**config.mk**
```make
export PLATFORM = sky130hd
export DESIGN_NAME = binary_content_sniffer
export DESIGN_NICKNAME = d
export VERILOG_FILES = /design/src/rtl/bcs_pkg.sv /design/src/rtl/bcs_accum.sv /design/src/rtl/bcs_judge.sv /design/src/rtl/binary_content_sniffer.sv
export SDC_FILE = /design/constraint.sdc
export NUM_CORES = 1
export LEC_CHECK = 0
export ABC_AREA = 1
export BUFFER_PORTS_ARGS = -buffer_cell sky130_fd_sc_hd__buf_4
export CORE_MARGIN = 3
export CORE_UTILIZATION = 38
export DETAILED_ROUTE_END_ITERATION = 8
export PLACE_DENSITY = 0.62
export SYNTH_ARGS = -nofsm -noshare
export SYNTH_HDL_FRONTEND = slang
export SYNTH_HIERARCHICAL = 1
export SYNTH_SLANG_ARGS = --single-unit
```
**constraint.sdc**
```tcl
create_clock -name clock -period 18.89 [get_ports clock]
set_clock_uncertainty 0.15 [all_clocks]
set_input_delay 3.778 -clock clock [delete_from_list [all_inputs] [get_ports clock]]
set_output_delay 3.778 -clock clock [all_outputs]
set_load 0.02 [all_outputs]
```
**src/rtl/bcs_pkg.sv**
```systemverilog
// ----------------------------------------------------------------------------
// bcs_pkg
// Shared types and constants for the binary content sniffer.
// ----------------------------------------------------------------------------
package bcs_pkg;

   localparam int SAMPLE_MAX_DEF = 512;
   localparam int PCT_W          = 7;
   localparam int FIELD_W        = 10;
   localparam int CENT           = 100;

   // configuration register indexes
   localparam int CSR_IDX_W = 1;
   localparam logic [CSR_IDX_W-1:0] CSR_NULL_PCT     = 1'b0;
   localparam logic [CSR_IDX_W-1:0] CSR_NONPRINT_PCT = 1'b1;

   localparam logic [PCT_W-1:0] NULL_PCT_RST     = 7'd1;
   localparam logic [PCT_W-1:0] NONPRINT_PCT_RST = 7'd30;

   // byte classes
   localparam logic [7:0] BYTE_NUL   = 8'h00;
   localparam logic [7:0] BYTE_TAB   = 8'h09;
   localparam logic [7:0] BYTE_LF    = 8'h0A;
   localparam logic [7:0] BYTE_CR    = 8'h0D;
   localparam logic [7:0] CTRL_LIMIT = 8'h20;

   // signatures, first byte in the top bits
   localparam logic [15:0] SIG_GZIP   = 16'h1F8B;
   localparam logic [31:0] SIG_ZIP_A  = 32'h504B0304;
   localparam logic [31:0] SIG_ZIP_B  = 32'h504B0506;
   localparam logic [31:0] SIG_PNG    = 32'h89504E47;
   localparam logic [23:0] SIG_JPEG   = 24'hFFD8FF;
   localparam logic [31:0] SIG_GIF    = 32'h47494638;
   localparam logic [31:0] SIG_PDF    = 32'h25504446;
   localparam logic [31:0] SIG_ELF    = 32'h7F454C46;
   localparam logic [15:0] SIG_MZ     = 16'h4D5A;
   localparam logic [31:0] SIG_MACHO  = 32'hCAFEBABE;
   localparam logic [31:0] SIG_WOFF_A = 32'h774F4646;
   localparam logic [31:0] SIG_WOFF_B = 32'h774F4632;

   // verdict codes
   localparam logic [3:0] V_TEXT     = 4'd0;
   localparam logic [3:0] V_GZIP     = 4'd1;
   localparam logic [3:0] V_ZIP      = 4'd2;
   localparam logic [3:0] V_PNG      = 4'd3;
   localparam logic [3:0] V_JPEG     = 4'd4;
   localparam logic [3:0] V_GIF      = 4'd5;
   localparam logic [3:0] V_PDF      = 4'd6;
   localparam logic [3:0] V_ELF      = 4'd7;
   localparam logic [3:0] V_MZ       = 4'd8;
   localparam logic [3:0] V_MACHO    = 4'd9;
   localparam logic [3:0] V_WOFF     = 4'd10;
   localparam logic [3:0] V_NULLS    = 4'd11;
   localparam logic [3:0] V_CONTROLS = 4'd12;
   localparam logic [3:0] V_EMPTY    = 4'd13;

   typedef struct packed {
      logic [7:0] data_byte;
      logic       has_byte;
      logic       last;
   } bcs_req_type;

   typedef struct packed {
      logic               binary_flag;
      logic [3:0]         verdict;
      logic [FIELD_W-1:0] sample_length;
      logic [FIELD_W-1:0] zero_total;
      logic [FIELD_W-1:0] control_total;
   } bcs_rsp_type;

endpackage

```
**src/rtl/bcs_accum.sv**
```systemverilog
// ----------------------------------------------------------------------------
// bcs_accum
// Input register, per-word counting and the end-of-content snapshot.
// ----------------------------------------------------------------------------
module bcs_accum #(
   parameter int SAMPLE_MAX = bcs_pkg::SAMPLE_MAX_DEF,
   parameter int CNT_W      = $clog2(SAMPLE_MAX + 1)
) (
   input  logic                clock,
   input  logic                reset,
   input  logic                req_valid,
   output logic                req_ready,
   input  bcs_pkg::bcs_req_type req_data,
   output logic                snap_valid,
   input  logic                snap_ready,
   output logic [3:0][7:0]     snap_prefix,
   output logic [CNT_W-1:0]    snap_count,
   output logic [CNT_W-1:0]    snap_zeros,
   output logic [CNT_W-1:0]    snap_ctrls
);
   import bcs_pkg::*;

   bcs_req_type        in_ff;
   logic               in_v_ff;
   logic [3:0][7:0]    prefix_ff, prefix_in;
   logic [CNT_W-1:0]   count_ff, count_in;
   logic [CNT_W-1:0]   zeros_ff, zeros_in;
   logic [CNT_W-1:0]   ctrls_ff, ctrls_in;
   logic               snap_v_ff;
   logic [3:0][7:0]    snap_prefix_ff;
   logic [CNT_W-1:0]   snap_count_ff, snap_zeros_ff, snap_ctrls_ff;
   logic               take, is_nul, is_ctrl, in_move;

   assign in_move   = in_v_ff && (!in_ff.last || !snap_v_ff || snap_ready);
   assign req_ready = !in_v_ff || in_move;

   assign take    = in_v_ff && in_ff.has_byte && (count_ff < CNT_W'(SAMPLE_MAX));
   assign is_nul  = (in_ff.data_byte == BYTE_NUL);
   assign is_ctrl = (in_ff.data_byte < CTRL_LIMIT) && (in_ff.data_byte != BYTE_TAB) &&
                    (in_ff.data_byte != BYTE_LF) && (in_ff.data_byte != BYTE_CR);

   always_comb begin
      count_in = take ? count_ff + CNT_W'(1) : count_ff;
      zeros_in = (take && is_nul) ? zeros_ff + CNT_W'(1) : zeros_ff;
      ctrls_in = (take && is_ctrl) ? ctrls_ff + CNT_W'(1) : ctrls_ff;
      for (int i = 0; i < 4; i++) begin
         prefix_in[i] = (take && count_ff == CNT_W'(i)) ? in_ff.data_byte : prefix_ff[i];
      end
   end

   always_ff @(posedge clock) begin
      if (reset) begin
         in_v_ff   <= 1'b0;
         snap_v_ff <= 1'b0;
         prefix_ff <= '0;
         count_ff  <= '0;
         zeros_ff  <= '0;
         ctrls_ff  <= '0;
      end else begin
         if (req_valid && req_ready) begin
            in_v_ff <= 1'b1;
         end else if (in_move) begin
            in_v_ff <= 1'b0;
         end
         if (in_move && in_ff.last) begin
            snap_v_ff <= 1'b1;
            prefix_ff <= '0;
            count_ff  <= '0;
            zeros_ff  <= '0;
            ctrls_ff  <= '0;
         end else begin
            if (snap_ready) begin
               snap_v_ff <= 1'b0;
            end
            if (in_move) begin
               prefix_ff <= prefix_in;
               count_ff  <= count_in;
               zeros_ff  <= zeros_in;
               ctrls_ff  <= ctrls_in;
            end
         end
      end
   end

   // payload
   always_ff @(posedge clock) begin
      if (req_valid && req_ready) begin
         in_ff <= req_data;
      end
      if (in_move && in_ff.last) begin
         snap_prefix_ff <= prefix_in;
         snap_count_ff  <= count_in;
         snap_zeros_ff  <= zeros_in;
         snap_ctrls_ff  <= ctrls_in;
      end
   end

   assign snap_valid  = snap_v_ff;
   assign snap_prefix = snap_prefix_ff;
   assign snap_count  = snap_count_ff;
   assign snap_zeros  = snap_zeros_ff;
   assign snap_ctrls  = snap_ctrls_ff;

endmodule

```
**src/rtl/bcs_judge.sv**
```systemverilog
// ----------------------------------------------------------------------------
// bcs_judge
// Signature match, threshold tests and the result register.
// ----------------------------------------------------------------------------
module bcs_judge #(
   parameter int CNT_W = $clog2(bcs_pkg::SAMPLE_MAX_DEF + 1)
) (
   input  logic                       clock,
   input  logic                       reset,
   input  logic                       snap_valid,
   output logic                       snap_ready,
   input  logic [3:0][7:0]            snap_prefix,
   input  logic [CNT_W-1:0]           snap_count,
   input  logic [CNT_W-1:0]           snap_zeros,
   input  logic [CNT_W-1:0]           snap_ctrls,
   input  logic [bcs_pkg::PCT_W-1:0]  null_pct,
   input  logic [bcs_pkg::PCT_W-1:0]  nonprint_pct,
   output logic                       rsp_valid,
   input  logic                       rsp_ready,
   output bcs_pkg::bcs_rsp_type       rsp_data
);
   import bcs_pkg::*;

   localparam int PW = CNT_W + PCT_W;
   localparam int WIDE_W = 16;

   logic [31:0]        head;
   logic [PW-1:0]      null_lim, ctrl_lim, zero_scaled, ctrl_scaled;
   logic               n2, n3, n4;
   logic [3:0]         verdict;
   logic [WIDE_W-1:0]  len_w, zero_w, ctrl_w;
   bcs_rsp_type        rsp_ff, rsp_in;
   logic               rsp_v_ff;

   assign snap_ready = !rsp_v_ff || rsp_ready;

   assign head = {snap_prefix[0], snap_prefix[1], snap_prefix[2], snap_prefix[3]};
   assign n2 = snap_count >= CNT_W'(2);
   assign n3 = snap_count >= CNT_W'(3);
   assign n4 = snap_count >= CNT_W'(4);

   // zeros > floor(n*p/100) is the same as 100*zeros > n*p
   assign null_lim    = PW'(snap_count) * PW'(null_pct);
   assign ctrl_lim    = PW'(snap_count) * PW'(nonprint_pct);
   assign zero_scaled = PW'(snap_zeros) * PW'(CENT);
   assign ctrl_scaled = PW'(snap_ctrls) * PW'(CENT);

   always_comb begin
      if (snap_count == '0)                                          verdict = V_EMPTY;
      else if (n2 && head[31:16] == SIG_GZIP)                        verdict = V_GZIP;
      else if (n4 && (head == SIG_ZIP_A || head == SIG_ZIP_B))       verdict = V_ZIP;
      else if (n4 && head == SIG_PNG)                                verdict = V_PNG;
      else if (n3 && head[31:8] == SIG_JPEG)                         verdict = V_JPEG;
      else if (n4 && head == SIG_GIF)                                verdict = V_GIF;
      else if (n4 && head == SIG_PDF)                                verdict = V_PDF;
      else if (n4 && head == SIG_ELF)                                verdict = V_ELF;
      else if (n2 && head[31:16] == SIG_MZ)                          verdict = V_MZ;
      else if (n4 && head == SIG_MACHO)                              verdict = V_MACHO;
      else if (n4 && (head == SIG_WOFF_A || head == SIG_WOFF_B))     verdict = V_WOFF;
      else if (zero_scaled > null_lim)                               verdict = V_NULLS;
      else if (ctrl_scaled > ctrl_lim)                               verdict = V_CONTROLS;
      else                                                           verdict = V_TEXT;
   end

   assign len_w  = WIDE_W'(snap_count);
   assign zero_w = WIDE_W'(snap_zeros);
   assign ctrl_w = WIDE_W'(snap_ctrls);

   always_comb begin
      rsp_in.binary_flag   = (verdict != V_TEXT) && (verdict != V_EMPTY);
      rsp_in.verdict       = verdict;
      rsp_in.sample_length = len_w[FIELD_W-1:0];
      rsp_in.zero_total    = zero_w[FIELD_W-1:0];
      rsp_in.control_total = ctrl_w[FIELD_W-1:0];
   end

   always_ff @(posedge clock) begin
      if (reset) begin
         rsp_v_ff <= 1'b0;
      end else if (snap_ready) begin
         rsp_v_ff <= snap_valid;
      end
   end

   always_ff @(posedge clock) begin
      if (snap_valid && snap_ready) begin
         rsp_ff <= rsp_in;
      end
   end

   assign rsp_valid = rsp_v_ff;
   assign rsp_data  = rsp_ff;

endmodule

```
**src/rtl/binary_content_sniffer.sv**
```systemverilog
// ----------------------------------------------------------------------------
// binary_content_sniffer
// Streams file content a word at a time and gives one binary/text verdict.
// ----------------------------------------------------------------------------
// Content enters as one byte per word on req_, the final word marked by
// last. A word is taken every cycle, sustained: counting is one increment
// per word and the verdict logic is a single stage, so the only thing that
// holds req_ready low is a full pipeline behind a stalled rsp_ready. The
// verdict for a content block goes from the input register to the snapshot
// and then to the result register, which drives rsp_. Only the first
// SAMPLE_MAX bytes are counted; magic signatures win over the zero-byte
// and control-byte thresholds, which are programmed as percent values
// through the csr_ port (index 0 zero bytes, 1 control bytes).
// The csr_ port is always ready; write it only while the block is idle.
// ----------------------------------------------------------------------------
module binary_content_sniffer #(
   parameter int SAMPLE_MAX = bcs_pkg::SAMPLE_MAX_DEF
) (
   input  logic                          clock,
   input  logic                          reset,
   input  logic                          req_valid,
   output logic                          req_ready,
   input  bcs_pkg::bcs_req_type          req_data,
   output logic                          rsp_valid,
   input  logic                          rsp_ready,
   output bcs_pkg::bcs_rsp_type          rsp_data,
   input  logic                          csr_valid,
   output logic                          csr_ready,
   input  logic [bcs_pkg::CSR_IDX_W-1:0] csr_index,
   input  logic [bcs_pkg::PCT_W-1:0]     csr_wdata
);
   import bcs_pkg::*;

   // counters must hold SAMPLE_MAX itself
   localparam int CNT_W = $clog2(SAMPLE_MAX + 1);

   logic [PCT_W-1:0]  null_pct_ff, nonprint_pct_ff;
   logic              snap_valid, snap_ready;
   logic [3:0][7:0]   snap_prefix;
   logic [CNT_W-1:0]  snap_count, snap_zeros, snap_ctrls;

   // threshold registers, written in place
   assign csr_ready = 1'b1;

   always_ff @(posedge clock) begin
      if (reset) begin
         null_pct_ff     <= NULL_PCT_RST;
         nonprint_pct_ff <= NONPRINT_PCT_RST;
      end else if (csr_valid && csr_ready) begin
         unique case (csr_index)
            CSR_NULL_PCT:     null_pct_ff     <= csr_wdata;
            CSR_NONPRINT_PCT: nonprint_pct_ff <= csr_wdata;
            default: ;
         endcase
      end
   end

   // counting side: holds the first four bytes and the three counts, and
   // hands a snapshot over on the last word while clearing for the next file
   bcs_accum #(
      .SAMPLE_MAX (SAMPLE_MAX),
      .CNT_W      (CNT_W)
   ) u_accum (
      .clock       (clock),
      .reset       (reset),
      .req_valid   (req_valid),
      .req_ready   (req_ready),
      .req_data    (req_data),
      .snap_valid  (snap_valid),
      .snap_ready  (snap_ready),
      .snap_prefix (snap_prefix),
      .snap_count  (snap_count),
      .snap_zeros  (snap_zeros),
      .snap_ctrls  (snap_ctrls)
   );

   // verdict side: signature priority chain, then the threshold tests
   bcs_judge #(
      .CNT_W (CNT_W)
   ) u_judge (
      .clock        (clock),
      .reset        (reset),
      .snap_valid   (snap_valid),
      .snap_ready   (snap_ready),
      .snap_prefix  (snap_prefix),
      .snap_count   (snap_count),
      .snap_zeros   (snap_zeros),
      .snap_ctrls   (snap_ctrls),
      .null_pct     (null_pct_ff),
      .nonprint_pct (nonprint_pct_ff),
      .rsp_valid    (rsp_valid),
      .rsp_ready    (rsp_ready),
      .rsp_data     (rsp_data)
   );

endmodule

```
==> results of run 1 <==
area by class of cell:
class,count,area share [%]
clock buffer,17,2.44
clock inverter,15,1.03
inverter,463,9.97
multi-input combinational,1382,52.3
sequential,186,27.5
tap,532,3.82
timing repair buffer,67,2.89
metrics by stage:
| stage | std cells | hold WS (ps) |
|---|---|---|
| after global placement | 2630 | 377 |
| final | 2662 | 392 |
| after CTS | 2662 | 398 |
| after floorplan | 2082 | 274 |
| after global routing | 2662 | 417 |
| after detailed placement | 2630 | 384 |
final timing paths:
path | slack, ps | end | from
worst max register to register | 12030 | u_judge/rsp_data[34]$_DFFE_PP_ | u_accum/snap_count[4]$_DFFE_PP_
worst min register to register | 390 | u_judge/rsp_valid$_SDFFE_PP0N_ | u_accum/snap_valid$_SDFFE_PP0P_
worst max-delay path | 10440 | req_ready | rsp_ready
worst min-delay path | 390 | u_judge/rsp_valid$_SDFFE_PP0N_ | u_accum/snap_valid$_SDFFE_PP0P_
routing by layer:
metal	track usage, %	share of wire (%)
met1	22.5	46
met2	29.8	48
met3	2.04	3.4
met4	7.00	2.9
met5	0	0
cell usage in the layout (no fill, tap or decap), drive strengths merged, types with 2 or more instances in the layout:
master    instances
a31oi             3
edfxtp          107
nand2           510
inv             470
clkinvlp          3
dfxtp            79
o21bai            3
o211ai            5
nor3             34
clkbuf           17
a21o              3
nor4              3
xnor2            20
clkinv            4
or2               3
nand3b            3
nor2            192
fa               88
o21ai            71
xor2             40
o21a              2
a21oi            87
nand4            25
nand3           107
nor3b             2
buf              67
ha              174
synthesized netlist by cell type (all sizes together) (2+ instances only):
| cell | number |
|---|---|
| nor3 | 34 |
| fa | 88 |
| clkbuf | 38 |
| nand3 | 107 |
| buf | 13 |
| o21ai | 71 |
| o21bai | 3 |
| xor2 | 40 |
| inv | 463 |
| or2 | 3 |
| nand2 | 510 |
| xnor2 | 20 |
| nand3b | 3 |
| o211ai | 5 |
| edfxtp | 107 |
| ha | 174 |
| a21o | 3 |
| o21a | 2 |
| a31oi | 3 |
| nand4 | 25 |
| dfxtp | 79 |
| nor3b | 2 |
| nor2 | 192 |
| nor4 | 3 |
| a21oi | 87 |
where the power goes:
group	leakage, uW	total, uW	internal [uW]	switching [uW]
Clock	0.000285	367	189	178
Combinational	0.00751	475	189	285
Sequential	0.00166	475	449	25.7
Total	0.00945	1320	828	489
logic make-up after synthesis:
kind of cell    count (synthesis)
compound gates                179
xor+xnor                       60
fa+ha+maj                     262
buf+inv                       514
flops                         186
other cells                     1
simple gates                  880
worst register-to-register path: cells and delay by family, from the launching register on:
family,cells,cell delay (ps)
AOI/OAI and AO/OA,4,690
xor gates and xnor gates,1,150
adders and majority gates,6,2690
buffers and inverters,4,250
DFF,1,810
and+or+nand+nor,17,1870
==> flow_summary_export.csv, run 1 <==
group,metric,value,unit
die,row_count,74,
finish,nets,2402,
timing,tightestPinTransition,806,ps
clock_network,clock_sinks,186,
timing,post-route-min-period,8450,ps
global_route,gr-total-overflow,0,
clock_network,post_cts_buffers,0,
timing,fmax,0.118,GHz
worst_setup_path,path_depth,6,
die,die_area,0.0442,mm2
routing,remaining_drc_errors,0,
logic_synthesis,synthAdderAreaFrac,24.8,%
worst_setup_path,slowest_delay,190,ps
worst_setup_path,r2r_cells,32,
routing,vias_per_cell,4.83,
logic_synthesis,ys_ff_latch,186,
finish,post-route-cell-area,0.0174,mm2
clock_network,cts_buffer_depth,2,
logic_synthesis,synthXorXnorAreaFrac,3.31,%
logic_synthesis,syn_inst,2082,
min_path,hold_class,"flip-flop to flip-flop",
logic_synthesis,synth_top_area_cell,"edfxtp_1",
routing,wl_per_cell,13.9,um
timing,period_share,44.8,%
finish,fill_cells,4174,
global_route,grt_pass1_vias,12738,
clock_network,cts_hold_buf,0,
logic_synthesis,synth-compound-area-share,6.00,%
die,dieHeight,210,um
finish,seqCellArea,0.00479,mm2
worst_setup_path,critPathMostFrequentCell,"buf_4",
run,drv_cap,0,
routing,drt_iter0_markers,773,
clock_network,clk_root_buffer_cell,"clkbuf_16",
routing,wl,37000,um
logic_synthesis,synth.area.mux_share,0,%
timing,drv_slew,0,
timing,hold_viol,0,
clock_network,cts_tree,"yes",
logic_synthesis,syn_nets,2367,
logic_synthesis,synth_area_leaders,"edfxtp_1, ha_1, nand2_1",
clock_network,htree_levels,4,
place,place_ws,10430,ps
place,gp_congestion,0.912,
clock_network,clock_latency,450,ps
logic_synthesis,yosysSeqAreaShare,30.2,%
timing,worst_slack,10440,ps
finish,antennaDiodeCount,0,
min_path,holdPathStages,2,
logic_synthesis,ys_dominant_reg_cell,"edfxtp_1",
logic_synthesis,ys_warn_count,6,
place,portBuffers,59,
timing,setup_violations,0,
global_route,track_usage,17.4,%
worst_setup_path,required,14960,ps
logic_synthesis,syn_area,0.0159,mm2
global_route,grt_pass1_wl,62100,um
worst_setup_path,path_class,"primary input to primary output",
power,vdd_drop_max,66.0,uV
clock_network,clk_pin_slew_worst_paths,80,ps
finish,multiInputGateArea,0.00912,mm2
worst_setup_path,crit_chain,"buf_4, inv_1, nand2_1, nor2_2, nand3_1, buf_4",
die,initial_core_util,38.7,%
logic_synthesis,avgSynthCellArea,7.62,um2
clock_network,numCtsBuffers,17,
power,p_total,1320,uW
finish,largest_reg_flops,35,
worst_setup_path,critical_path.slowest_cell,"buf_4",
finish,fin_util,42.5,%
power,powerDensity,75.6,mW/mm2
die,dieWidth,210,um
logic_synthesis,synth_top_family_by_area,"adder cells",
logic_synthesis,synthArstFlopShare,0,%
finish,drive_gt1_share,6.43,%
die,coreArea,0.0410,mm2
global_route,grt_start_max_net_pins,65,
place,place_area,0.0168,mm2
worst_setup_path,worst-path-buf-inv,3,
worst_setup_path,cp_max_fo,3,
timing,slew_headroom,46.3,%
logic_synthesis,synth-simple-area-share,23.2,%
timing,tns,0,ps
timing,rsz0062_at_grt,"false",
worst_setup_path,cp_top_family,"buffers and inverters",
worst_setup_path,worstSetupStartpointType,"primary input",
routing,first_pass_iters,6,
routing,vias,12850,
power,leakagePower,0.00945,uW
finish,synthToLayoutAreaGrowth,9.88,%
worst_setup_path,worst_ep_arrival_time,4530,ps
logic_synthesis,synth.distinct_cells,47,
die,ioPinCount,61,
routing,postRouteAntennaNets,0,
run_status,status,"finished clean",
logic_synthesis,synth_top_area_share,20.3,%
worst_setup_path,end_kind,"primary output",
clock_network,post_cts_resized,0,
logic_synthesis,synth_edf_count,107,
place,hpwl,27900,um
global_route,antenna_found_initial,0,
Note: power is estimated with default switching activity, not from simulation.
==> inputs of run 2 (changes only) <==
- PLACE_DENSITY: 0.62 -> 0.64
- clock period: 18.89 -> 7.1 ns (I/O delays scaled with it)
==> run 2 against run 1 <==
Worst setup slack got worse by 9800 ps. Total power rose to 2.7 times the previous value. Largest power group is now combinational logic. Cell count rose by 0.71%. Critical endpoint is now u_judge/rsp_data[34]$_DFFE_PP_. Via count rose by 0.96%.
==> flow_summary_export.csv, run 2 (synthesized netlist as in run 1, its figures left out) <==
group,metric,value,unit
run_status,status,"finished clean",
timing,worst_slack,620,ps
timing,setup_violations,0,
timing,fmax,0.154,GHz
finish,drive_gt1_share,7.40,%
finish,synthToLayoutAreaGrowth,10.9,%
global_route,grt_pass1_wl,61300,um
worst_setup_path,rr_startpoint,"u_accum/snap_count[6]$_DFFE_PP_",
die,coreArea,0.0410,mm2
global_route,grt_start_max_net_pins,64,
timing,tightestPinTransition,1050,ps
finish,multiInputGateArea,0.00912,mm2
routing,drt_iter0_markers,928,
min_path,hp-start,"u_accum/snap_valid$_SDFFE_PP0P_",
place,portBuffers,59,
global_route,antenna_found_initial,1,
place,place_ws,519,ps
power,combinationalPowerShare,36.3,%
finish,mostFrequentLayoutCells,"nand2_1, inv_1, nor2_1",
global_route,grtUsageMet2,29.6,%
worst_setup_path,r2r_cells,37,
power,leakagePower,0.00956,uW
min_path,holdPathStages,2,
global_route,grt.met3_usage,2.47,%
clock_network,clock_sinks,186,
worst_setup_path,worstSetupStartpointType,"flip-flop",
worst_setup_path,critical_path.slowest_cell,"edfxtp_1",
global_route,grt_most_used_layer,"met2",
worst_setup_path,worst_ep_arrival_time,6550,ps
power,p_int,2190,uW
die,die_area,0.0442,mm2
power,switching_power,1350,uW
finish,antennaDiodeCount,0,
routing,vias_per_cell,4.84,
timing,period_share,91.3,%
routing,first_pass_iters,5,
routing,wl,37200,um
finish,seqCellArea,0.00480,mm2
clock_network,clk_root_buffer_cell,"clkbuf_16",
global_route,grt_pass1_vias,12448,
worst_setup_path,critPathMostFrequentCell,"nand2_1",
power,powerDensity,201,mW/mm2
timing,drv_slew,0,
routing,vias,12974,
clock_network,clk_pin_slew_worst_paths,80,ps
finish,largest_reg_flops,35,
die,dieWidth,210,um
place,gp_congestion,0.925,
routing,remaining_drc_errors,0,
clock_network,cts_buffer_depth,2,
place,hpwl,28700,um
finish,stdcell_count,2681,
run,drv_cap,0,
power,power_frac_seq,35.7,%
finish,fill_cells,4084,
worst_setup_path,end_kind,"flip-flop",
power,pwr-share-clk,28.0,%
worst_setup_path,path_class,"flip-flop to flip-flop",
timing,rsz0062_at_grt,"false",
finish,nets,2421,
worst_setup_path,reg2reg_slack,620,ps
routing,postRouteAntennaNets,0,
worst_setup_path,slowest_delay,610,ps
power,p_sw_share,38.2,%
clock_network,clock_latency,460,ps
finish,final_common_cell,"nand2_1",
global_route,track_usage,17.1,%
die,ioPinCount,61,
routing,wl_per_cell,13.9,um
global_route,grtUsageMet1,22.4,%
die,row_count,74,
die,dieHeight,210,um
worst_setup_path,cp_max_fo,11,
power,vdd_drop_max,142,uV
die,initial_core_util,38.7,%
timing,post-route-min-period,6480,ps
clock_network,numCtsBuffers,17,
clock_network,cts_tree,"yes",
min_path,hold_class,"flip-flop to flip-flop",
worst_setup_path,required,7170,ps
place,placed_cells,2635,
worst_setup_path,startpoint,"u_accum/snap_count[6]$_DFFE_PP_",
timing,tns,0,ps
timing,hold_viol,0,
timing,slew_headroom,29.6,%
timing,hold_ws,394,ps
global_route,gr-total-overflow,0,
clock_network,htree_levels,4,
-- run 2: through the flow --
step | utilization [%] | cell area, um2 | total power (uW)
2_1_floorplan | - | 15900 | 2260
3_3_place_gp | 41.1 | 16900 | 2520
3_5_place_dp | 41.1 | 16900 | 2550
4_1_cts | 42.6 | 17500 | 3550
5_1_grt | 42.9 | 17600 | 3830
6_report | 42.9 | 17600 | 3530
-- run 2: layout make-up --
class                           count  share of cell area [%]
Clock buffer                       17                    2.42
Clock inverter                     15                    1.10
Inverter                          463                    9.88
Multi-Input combinational cell   1382                    51.9
Sequential cell                   186                    27.3
Tap cell                          532                    3.78
Timing Repair Buffer               86                    3.67
-- run 2: per-layer routing --
metal  wire length (um)  vias to the layer above
met2              17800                      296
li1                   -                     6579
met3               1620                       28
met4                703                        0
met1              17100                     6071
met5                  0                        -
-- run 2: final timing paths --
path                                    endpoint
setup / recovery  u_judge/rsp_data[34]$_DFFE_PP_
hold / removal    u_judge/rsp_valid$_SDFFE_PP0N_
setup reg to reg  u_judge/rsp_data[34]$_DFFE_PP_
hold reg to reg   u_judge/rsp_valid$_SDFFE_PP0N_
-- run 2: what timing repair did --
action / CTS / global route
setup buffers: 0 / 14
gates resized for setup: 0 / 3
hold buffers: 0 / 0
endpoints found under the setup margin: 0 / 1
hold endpoints to repair: 0 / 0
-- run 2: power by group through the flow --
stage	Combinational [uW]	Clock (uW)	Sequential (uW)
2_1_floorplan	1010	0	1250
3_3_place_gp	1230	0	1290
3_5_place_dp	1260	0	1290
4_1_cts	1280	1010	1270
5_1_grt	1500	1060	1270
6_report	1280	989	1260
-- run 2: worst max-delay path: cells and delay by family (launching register included) --
kind            cells  cell delay [ps]
simple gates       24             2010
xor+xnor            1               70
compound gates      1              140
buf+inv             5              480
fa+ha+maj           6             2750
flops               1              610
